File: src/rtl/sfr_pkg.sv
// Shared types and constants for the serial frame receiver.
package sfr_pkg;

    localparam int BYTE_W  = 8;
    localparam int INDEX_W = 9;
    localparam int SUM_W   = 17;
    localparam int GAP_W   = 16;

    localparam logic [GAP_W-1:0] GAP_LIMIT_RESET = 16'd300;
    localparam logic [GAP_W-1:0] GAP_TICKS_MAX   = 16'hFFFF;
    localparam logic [BYTE_W-1:0] LENGTH_MAX     = 8'd255;

    // Kind of an input transaction.
    localparam logic REQ_BYTE = 1'b0;
    localparam logic REQ_TICK = 1'b1;

    typedef struct packed {
        logic [BYTE_W-1:0]  frame_byte;
        logic [INDEX_W-1:0] byte_index;
        logic               frame_last;
        logic               checksum_ok;
        logic               partial_dropped;
    } sfr_result_t;

endpackage

File: src/rtl/sfr_deframe.sv
// Frame state, gap timer and checksum evaluation for the serial frame receiver.
module sfr_deframe
    import sfr_pkg::*;
#(
    parameter int LENGTH_POS  = 5,
    parameter int FIXED_BYTES = 8,
    parameter int CHECK_BYTES = 2
)
(
    input  logic               clk,
    input  logic               rst_n,
    input  logic               step,
    input  logic               req_type,
    input  logic [BYTE_W-1:0]  rx_byte,
    input  logic [GAP_W-1:0]   gap_limit,
    output logic               res_valid,
    output sfr_result_t        res
);

    localparam int CHK_W = 8 * CHECK_BYTES;
    localparam logic [INDEX_W-1:0] COUNT_MAX =
        INDEX_W'(FIXED_BYTES + 255 + CHECK_BYTES);

    logic [INDEX_W-1:0] byte_count_reg, byte_count_next;
    logic [BYTE_W-1:0]  payload_length_reg, payload_length_next;
    logic [SUM_W-1:0]   running_sum_reg, running_sum_next;
    logic [CHK_W-1:0]   check_value_reg, check_value_next;
    logic [GAP_W-1:0]   gap_ticks_reg, gap_ticks_next;

    logic               timeout;
    logic [INDEX_W-1:0] base_count;
    logic [BYTE_W-1:0]  base_len;
    logic [SUM_W-1:0]   base_sum;
    logic [CHK_W-1:0]   base_check;
    logic [INDEX_W-1:0] count;
    logic [INDEX_W-1:0] total;
    logic [SUM_W-1:0]   sum_new;
    logic [CHK_W-1:0]   check_new;
    logic [CHK_W+7:0]   check_shift;
    logic [SUM_W-1:0]   window;
    logic [SUM_W-1:0]   data_sum;
    logic               is_last;
    logic               sum_fits;

    always_comb
    begin
        // A gap longer than the limit throws away whatever was collected.
        timeout    = gap_ticks_reg > gap_limit;
        base_count = timeout ? '0 : byte_count_reg;
        base_len   = timeout ? '0 : payload_length_reg;
        base_sum   = timeout ? '0 : running_sum_reg;
        base_check = timeout ? '0 : check_value_reg;

        count       = base_count + INDEX_W'(1);
        sum_new     = base_sum + SUM_W'(rx_byte);
        check_shift = {rx_byte, base_check};
        check_new   = check_shift[CHK_W+7:8];

        window = '0;
        for (int i = 0; i < CHECK_BYTES; i++)
        begin
            window = window + SUM_W'(check_new[i*8 +: 8]);
        end
        data_sum = sum_new - window;
        sum_fits = (data_sum >> CHK_W) == '0;

        total = INDEX_W'(FIXED_BYTES) + INDEX_W'(base_len) + INDEX_W'(CHECK_BYTES);
        is_last = (count != INDEX_W'(LENGTH_POS)) && (count >= total);

        res_valid           = step && (req_type == REQ_BYTE);
        res.frame_byte      = rx_byte;
        res.byte_index      = base_count;
        res.frame_last      = is_last;
        res.checksum_ok     = is_last && sum_fits && (~data_sum[CHK_W-1:0] == check_new);
        res.partial_dropped = timeout && (byte_count_reg != '0);

        byte_count_next     = byte_count_reg;
        payload_length_next = payload_length_reg;
        running_sum_next    = running_sum_reg;
        check_value_next    = check_value_reg;
        gap_ticks_next      = gap_ticks_reg;

        if (step)
        begin
            if (req_type == REQ_TICK)
            begin
                if (gap_ticks_reg != GAP_TICKS_MAX)
                begin
                    gap_ticks_next = gap_ticks_reg + GAP_W'(1);
                end
            end
            else
            begin
                gap_ticks_next = '0;
                if (is_last)
                begin
                    byte_count_next     = '0;
                    payload_length_next = '0;
                    running_sum_next    = '0;
                    check_value_next    = '0;
                end
                else
                begin
                    byte_count_next     = count;
                    payload_length_next = (count == INDEX_W'(LENGTH_POS)) ? rx_byte : base_len;
                    running_sum_next    = sum_new;
                    check_value_next    = check_new;
                end
            end
        end
    end

    always_ff @(posedge clk or negedge rst_n)
    begin
        if (!rst_n)
        begin
            byte_count_reg     <= '0;
            payload_length_reg <= '0;
            running_sum_reg    <= '0;
            check_value_reg    <= '0;
            gap_ticks_reg      <= '0;
        end
        else
        begin
            byte_count_reg     <= byte_count_next;
            payload_length_reg <= payload_length_next;
            running_sum_reg    <= running_sum_next;
            check_value_reg    <= check_value_next;
            gap_ticks_reg      <= gap_ticks_next;
        end
    end

    a_count_bounded: assert property (@(posedge clk) disable iff (!rst_n)
        byte_count_reg <= COUNT_MAX)
        else $error("byte count beyond the longest frame");

    a_last_clears: assert property (@(posedge clk) disable iff (!rst_n)
        res_valid && res.frame_last |=> byte_count_reg == '0 && running_sum_reg == '0)
        else $error("frame state not cleared after the closing byte");

    a_ok_needs_last: assert property (@(posedge clk) disable iff (!rst_n)
        res_valid && res.checksum_ok |-> res.frame_last)
        else $error("checksum verdict outside the closing byte");

    a_tick_counts: assert property (@(posedge clk) disable iff (!rst_n)
        step && req_type == REQ_TICK && gap_ticks_reg != GAP_TICKS_MAX
        |=> gap_ticks_reg == $past(gap_ticks_reg) + GAP_W'(1))
        else $error("tick not counted");

endmodule

File: src/rtl/serial_frame_receiver.sv
// Top level of the serial frame receiver: stream ports, configuration and result register.
//
// The serial frame receiver takes one transaction per clock cycle on its slave
// stream: either a received byte or a single time tick. Every accepted byte comes
// out in the next cycle on the master stream, echoed together with its position in the
// current frame; ticks produce nothing on the output. A frame is length-prefixed:
// the byte at position LENGTH_POS-1 carries the payload length, and the frame
// closes after FIXED_BYTES plus that length plus CHECK_BYTES bytes, with tlast
// marking the closing byte. The check field is the last CHECK_BYTES bytes, read
// little-endian, and the frame passes when the sum of all earlier bytes fits in
// the check width and its complement equals the check field. When more ticks
// than the configured gap limit arrive between two bytes, the partial frame is
// discarded and the next byte starts a new frame with partial_dropped set. The
// block sustains one transaction per cycle: all frame and checksum logic sits
// between the slave port and a single output register, and s_tready only drops
// when that register holds a result that the sink has not taken. The gap limit
// resets to 300 and is written through the cfg channel, which is always ready;
// write it only while the block is idle.
module serial_frame_receiver
    import sfr_pkg::*;
#(
    parameter int LENGTH_POS  = 5,
    parameter int FIXED_BYTES = 8,
    parameter int CHECK_BYTES = 2
)
(
    input  logic        clk,
    input  logic        rst_n,
    // Slave stream.
    input  logic        s_tvalid,
    output logic        s_tready,
    input  logic [7:0]  s_tdata,   // [7:0] rx_byte
    input  logic        s_tuser,   // [0] req_type
    // Master stream.
    output logic        m_tvalid,
    input  logic        m_tready,
    output logic [23:0] m_tdata,   // [7:0] frame_byte, [16:8] byte_index, [23:17] zero
    output logic [1:0]  m_tuser,   // [0] checksum_ok, [1] partial_dropped
    output logic        m_tlast,   // frame_last
    // Configuration write channel: gap limit in ticks.
    input  logic        cfg_valid,
    output logic        cfg_ready,
    input  logic [15:0] cfg_data
);

    logic [GAP_W-1:0] gap_limit_reg;
    logic             m_tvalid_reg;
    sfr_result_t      result_reg;
    logic             step;
    logic             res_valid;
    sfr_result_t      res;

    // The output register frees up in the same cycle that the sink takes it.
    assign s_tready  = !m_tvalid_reg || m_tready;
    assign step      = s_tvalid && s_tready;
    assign cfg_ready = 1'b1;

    always_ff @(posedge clk or negedge rst_n)
    begin
        if (!rst_n)
        begin
            gap_limit_reg <= GAP_LIMIT_RESET;
        end
        else if (cfg_valid && cfg_ready)
        begin
            gap_limit_reg <= cfg_data;
        end
    end

    sfr_deframe #(
        .LENGTH_POS  (LENGTH_POS),
        .FIXED_BYTES (FIXED_BYTES),
        .CHECK_BYTES (CHECK_BYTES)
    ) u_deframe (
        .clk       (clk),
        .rst_n     (rst_n),
        .step      (step),
        .req_type  (s_tuser),
        .rx_byte   (s_tdata),
        .gap_limit (gap_limit_reg),
        .res_valid (res_valid),
        .res       (res)
    );

    // A tick transaction leaves the output register empty once it has been read.
    always_ff @(posedge clk or negedge rst_n)
    begin
        if (!rst_n)
        begin
            m_tvalid_reg <= 1'b0;
        end
        else if (s_tready)
        begin
            m_tvalid_reg <= res_valid;
        end
    end

    always_ff @(posedge clk)
    begin
        if (s_tready && res_valid)
        begin
            result_reg <= res;
        end
    end

    assign m_tvalid = m_tvalid_reg;
    assign m_tdata  = {7'd0, result_reg.byte_index, result_reg.frame_byte};
    assign m_tuser  = {result_reg.partial_dropped, result_reg.checksum_ok};
    assign m_tlast  = result_reg.frame_last;

    a_stall_only_when_full: assert property (@(posedge clk) disable iff (!rst_n)
        !s_tready |-> m_tvalid_reg && !m_tready)
        else $error("input stalled with room in the output register");

    a_byte_yields_result: assert property (@(posedge clk) disable iff (!rst_n)
        step && s_tuser == REQ_BYTE |=> m_tvalid_reg && m_tdata[7:0] == $past(s_tdata))
        else $error("accepted byte did not reach the output register");

endmodule

File: config.mk
export PLATFORM = sky130hd
export DESIGN_NAME = serial_frame_receiver
export DESIGN_NICKNAME = d
export VERILOG_FILES = /design/src/rtl/sfr_pkg.sv /design/src/rtl/sfr_deframe.sv /design/src/rtl/serial_frame_receiver.sv
export SDC_FILE = /design/constraint.sdc
export NUM_CORES = 1
export LEC_CHECK = 0
export ABC_AREA = 1
export ABC_CLOCK_PERIOD_IN_PS = 5400
export BUFFER_PORTS_ARGS = -buffer_cell sky130_fd_sc_hd__buf_2
export CAP_MARGIN = 30
export CORE_MARGIN = 3
export CORE_UTILIZATION = 55
export DETAILED_ROUTE_END_ITERATION = 8
export GPL_TIMING_DRIVEN = 0
export PLACE_DENSITY = 0.78
export SYNTH_ARGS = -nofsm -noshare
export SYNTH_HDL_FRONTEND = slang
export SYNTH_SLANG_ARGS = --single-unit
export TNS_END_PERCENT = 10
File: constraint.sdc
create_clock -name clk -period 5.4 [get_ports clk]
set_input_delay 0.81 -clock clk [delete_from_list [all_inputs] [get_ports clk]]
set_output_delay 0.81 -clock clk [all_outputs]
set_load 0.02 [all_outputs]
==> impl_metrics.json, run 1 <==
{
  "grt_pass1_wl_um": 26500,
  "tightest_slew_ps": 902,
  "htreeDepth": 3,
  "synth_area_per_cell_um2": 7.47,
  "synth.most_common_cell": "nand2_1",
  "coreArea_um2": 11700,
  "ir_drop_v": 0.000490,
  "grt_usage": 0.250,
  "cts_tree": "yes",
  "ys_types": 51,
  "top_layer_used": "met4",
  "grt_start_max_net_pins": 59,
  "routed_wl_um": 16100,
  "async_flop_share": 0.789,
  "arrival_ps": 5240,
  "setup_viol": 0,
  "hp-class": "in -> async",
  "drc": 0,
  "dp_hpwl_um": 11700,
  "std_cell_rows": 39,
  "synth.cell_area_um2": 6700,
  "wl_met3_um": 666,
  "status": "complete, no violations",
  "clk_pin_slew_worst_paths_ps": 70,
  "antenna_cells": 0,
  "cap_violations": 0,
  "grt_pass1_vias": 5425,
  "ios": 60,
  "maxSlewViolCount": 0,
  "reg2reg_from": "gap_limit_reg[3]",
  "antenna_found_initial": 0,
  "fillers": 994,
  "worst-path-buf-inv": 7,
  "fin_hold_ws_ps": 334,
  "first_pass_iters": 5,
  "netlist_instances": 897,
  "ys_ff_latch": 95,
  "ys_seq_area_frac": 0.370,
  "skew_ps": 8.97,
  "met1_length_um": 7600,
  "clockBufferDepth": 2,
  "synth_top_cell_by_area": "dfrtp_1",
  "numPortBuffers": 51,
  "critPathTopFamily": "simple AND/OR/NAND/NOR gates",
  "synth_edf_count": 20,
  "slew_headroom": 0.399,
  "clockRootBuffer": "clkbuf_16",
  "p_per_area_nw_per_um2": 580,
  "die_w_um": 116,
  "rrSetupSlack_ps": 380,
  "numCtsBuffers": 9,
  "max_stage_delay_ps": 520,
  "cts_sinks": 95,
  "crit_required_ps": 5620,
  "clk_latency_ps": 360,
  "grt-ovfl-total": 0,
  "gp_congestion": 0.911,
  "drt_iter0_markers": 501,
  "hold_buffers": 0,
  "worstSetupPathType": "reg -> reg",
  "critPathMaxFanout": 10,
  "ant_nets": 0,
  "wl_met2_um": 7590,
  "ys_top_cells_by_count": "nand2_1 (239), inv_1 (146), dfrtp_1 (71)",
  "die_h_um": 116,
  "critPathLaunchType": "flip-flop",
  "cpMaxStageDelayCell": "dfstp_2",
  "endpoint_kind": "flip-flop",
  "initial_core_util": 0.575,
  "post_drt_wl_per_cell_um": 14.3,
  "synthToLayoutAreaGrowth_pct": 15.6,
  "yosysTopAreaCellShare": 0.265,
  "period_minus_slack_ps": 5020,
  "r2r_cells": 36,
  "drt-vias-per-instance": 5.28,
  "dieArea_um2": 13500,
  "fmax_ghz": 0.199,
  "ys.flop_type": "dfrtp_1",
  "total_power_w": 0.00450,
  "drive_gt1_frac": 0.156,
  "hold_viol": 0,
  "synthTopCellsByArea": "dfrtp_1 (27%), nand2_1 (13%), ha_1 (9.9%)",
  "route.vias.total": 5931,
  "leakagePower_nw": 4.05,
  "cpMostUsedCell": "nand2_1",
  "nets": 1061,
  "tns_ps": 0,
  "worstReg2RegEnd": "m_tuser[0]",
  "fin_crit_sh": 0.929,
  "yosys_warnings": 0
}
==> layout by cell type, fill, tap and decap left out, types with 9 or more instances in the layout <==
| master | Yosys | final |
|---|---|---|
| nor2_1 | 64 | 60 |
| a21oi_1 | 36 | 32 |
| nor2_2 | 6 | 9 |
| edfxtp_1 | 20 | 20 |
| nand3_1 | 49 | 47 |
| buf_2 | 4 | 53 |
| inv_1 | 146 | 146 |
| o21ai_1 | 14 | 14 |
| nand2_1 | 239 | 236 |
| ha_1 | 53 | 49 |
| nand4_1 | 14 | 14 |
| dfrtp_1 | 71 | 71 |
| buf_4 | 8 | 20 |
| xor2_1 | 17 | 16 |
| o21ai_0 | 56 | 53 |
| o22ai_1 | 13 | 13 |
| clkbuf_16 | 0 | 9 |
==> power by group <==
part           internal (W)  switching (W)
clock network      0.000363       0.000297
logic               0.00112        0.00175
registers          0.000886      0.0000864
total               0.00237        0.00213
==> metrics by stage <==
step                setup WS, ps  utilization  instance area [um^2]  std cells
global route                -141        0.665                  7750       1123
CTS                         26.7        0.643                  7500       1113
global placement            -725        0.614                  7160       1097
detailed placement          -824        0.617                  7190       1098
finish                       381        0.665                  7750       1123
floorplan                    300            -                  6730        903
==> worst max-delay path by stage <==
stage	start	endpoint	slack [ps]	cells past startpoint
global placement	gap_limit_reg[3]	m_tuser[0]	-730	37
floorplan	gap_limit_reg[3]	m_tuser[0]	300	38
CTS	gap_limit_reg[3]	m_tuser[0]	30	36
global route	gap_limit_reg[3]	m_tuser[0]	-140	37
detailed placement	gap_limit_reg[3]	m_tuser[0]	-820	37
finish	gap_limit_reg[3]	m_tuser[0]	380	36
==> cells by family (layout without fill, tap and decap cells) <==
logic type,after synthesis,count (layout),synth area share
and+or+nand+nor,399,399,0.257
buffers and inverters,175,252,0.108
AOI/OAI and AO/OA,144,144,0.120
DFF,95,95,0.370
adders and majority gates,56,56,0.108
xor gates and xnor gates,25,25,0.0338
other,2,8,0.00112
muxes,1,1,0.00168
==> layout make-up <==
type,instances,area [um^2],share of cell area
multi-input combinational,633,3680,0.474
sequential,95,2480,0.320
inverter,150,581,0.0749
timing repair buffer,63,368,0.0475
clock buffer,10,229,0.0295
tap,143,179,0.0231
buffer,23,166,0.0215
clock inverter,6,68.8,0.00888
==> per-layer routing <==
metal,track usage,vias to the layer above
li1,-,3049
met1,0.359,2729
met2,0.390,136
met3,0.0487,17
met4,0.0673,0
met5,0,-
==> repair_timing <==
action	4_1_cts	5_1_grt
setup endpoints to repair	1	1
resized for setup	6	40
pin swaps	0	11
setup buffers	0	11
Power figures use the tool's default switching activity.
==> run 2: changes to the inputs <==
--- a/config.mk
+++ b/config.mk
@@ -9,7 +9,7 @@
 export ABC_CLOCK_PERIOD_IN_PS = 5400
 export BUFFER_PORTS_ARGS = -buffer_cell sky130_fd_sc_hd__buf_2
 export CAP_MARGIN = 30
-export CORE_MARGIN = 3
+export CORE_MARGIN = 1.5
 export CORE_UTILIZATION = 55
 export DETAILED_ROUTE_END_ITERATION = 8
 export GPL_TIMING_DRIVEN = 0
==> impl_metrics.json, run 2 (same netlist as run 1, synthesis figures left out) <==
{
  "status": "complete, no violations",
  "grt_usage": 0.255,
  "hold_buffers": 0,
  "die_w_um": 113,
  "die_h_um": 113,
  "antenna_found_initial": 0,
  "clk_pin_slew_worst_paths_ps": 60,
  "critPathMaxFanout": 25,
  "skew_ps": 7.21,
  "r2r_cells": 35,
  "startpoint": "gap_limit_reg[3]",
  "period_minus_slack_ps": 4990,
  "fin_hold_ws_ps": 337,
  "drt-vias-per-instance": 5.33,
  "nets": 1058,
  "worstSetupPathType": "reg -> reg",
  "fmax_ghz": 0.200,
  "slew_headroom": 0.428,
  "critPathLaunchType": "flip-flop",
  "clockBufferDepth": 2,
  "tightest_slew_ps": 858,
  "reg2reg_from": "gap_limit_reg[3]",
  "ir_drop_v": 0.000565,
  "coreArea_um2": 12000,
  "cpMaxStageDelayCell": "dfstp_2",
  "ios": 60,
  "leakagePower_nw": 4.01,
  "mostFrequentLayoutCells": "nand2_1 (239), inv_1 (146), dfrtp_1 (71)",
  "arrival_ps": 5200,
  "grt_pass1_vias": 5427,
  "htreeDepth": 3,
  "fillers": 1040,
  "numCtsBuffers": 9,
  "numPortBuffers": 51,
  "initial_core_util": 0.560,
  "grt_start_max_net_pins": 59,
  "clockRootBuffer": "clkbuf_16",
  "post_drt_wl_per_cell_um": 13.7,
  "endpoint_kind": "flip-flop",
  "gp_congestion": 0.882,
  "setup_viol": 0,
  "cts_tree": "yes",
  "dieArea_um2": 12900,
  "grt-ovfl-total": 0,
  "first_pass_iters": 5,
  "synthToLayoutAreaGrowth_pct": 13.6,
  "drc": 0,
  "dp_hpwl_um": 11400,
  "antenna_cells": 0,
  "hp-class": "in -> async",
  "dp.cells": 1102,
  "fin_crit_sh": 0.924,
  "max_stage_delay_ps": 510,
  "drt_iter0_markers": 410,
  "maxSlewViolCount": 0,
  "ant_nets": 0,
  "grt_pass1_wl_um": 25700,
  "routed_wl_um": 15400,
  "drive_gt1_frac": 0.137,
  "std_cell_rows": 40,
  "hold_viol": 0,
  "cap_violations": 0,
  "clk_latency_ps": 350,
  "fin_cells": 1124,
  "p_per_area_nw_per_um2": 563,
  "final_common_cell": "nand2_1",
  "cts_sinks": 95,
  "route.vias.total": 5988,
  "cpMostUsedCell": "nand2_1",
  "crit_required_ps": 5610
}
run 2: power breakdown:
group / leakage, nW / internal (W) / total (W) / switching (W)
clock network: 0.136 / 0.000359 / 0.000632 / 0.000273
registers: 1.17 / 0.000887 / 0.000971 / 0.0000843
logic: 2.71 / 0.00104 / 0.00268 / 0.00164
run 2: repair_timing:
item,4_1_cts,5_1_grt
resized for setup,6,19
buffers inserted,0,9
pin swaps,0,8
setup endpoints to repair,1,1
run 2: cell type report:
cell class | instances | area [um^2] | area share
plain buffers | 22 | 149 | 0.0196
clock buffers | 11 | 233 | 0.0306
clock inverters | 5 | 58.8 | 0.00772
inverters | 150 | 581 | 0.0763
multi-input cells | 633 | 3570 | 0.469
flip-flops and latches | 95 | 2480 | 0.326
well taps | 147 | 184 | 0.0242
repair buffers | 61 | 353 | 0.0463
run 2: worst paths after layout:
path | to | slack (ps)
worst max-delay path | m_tuser[0] | 410
worst min-delay path | gap_limit_reg[0] | 340
worst max register to register | m_tuser[0] | 410
worst min register to register | u_deframe.running_sum_reg[13] | 500
max in group asynchronous | gap_limit_reg[8] | 4470
min in group clk | u_deframe.running_sum_reg[13] | 500
run 2: metal layers:
layer	GRT usage	routed length (um)	vias to the layer above
met5	0	0	-
met4	0.0908	223	0
met3	0.0266	649	15
met2	0.423	7370	148
met1	0.351	7170	2785
li1	-	-	3040
run 2: worst max-delay path, delay by kind of cell (launching register included):
kind / cells / cell delay (ps)
compound gates: 6 / 890
xor+xnor: 1 / 100
fa+ha+maj: 3 / 990
buf+inv: 6 / 440
flops: 1 / 510
simple gates: 19 / 1890
run 2: stage by stage:
| stage | utilization | total power [W] | worst slack, ps | cell area [um^2] | TNS (ps) |
|---|---|---|---|---|---|
| floorplan | - | 0.00299 | 300 | 6730 | 0 |
| global placement | 0.599 | 0.00343 | -757 | 7160 | -757 |
| detailed placement | 0.602 | 0.00350 | -794 | 7200 | -794 |
| CTS | 0.627 | 0.00417 | 17.2 | 7500 | 0 |
| global route | 0.637 | 0.00473 | -20.5 | 7610 | -20.5 |
| finish | 0.637 | 0.00428 | 410 | 7610 | 0 |
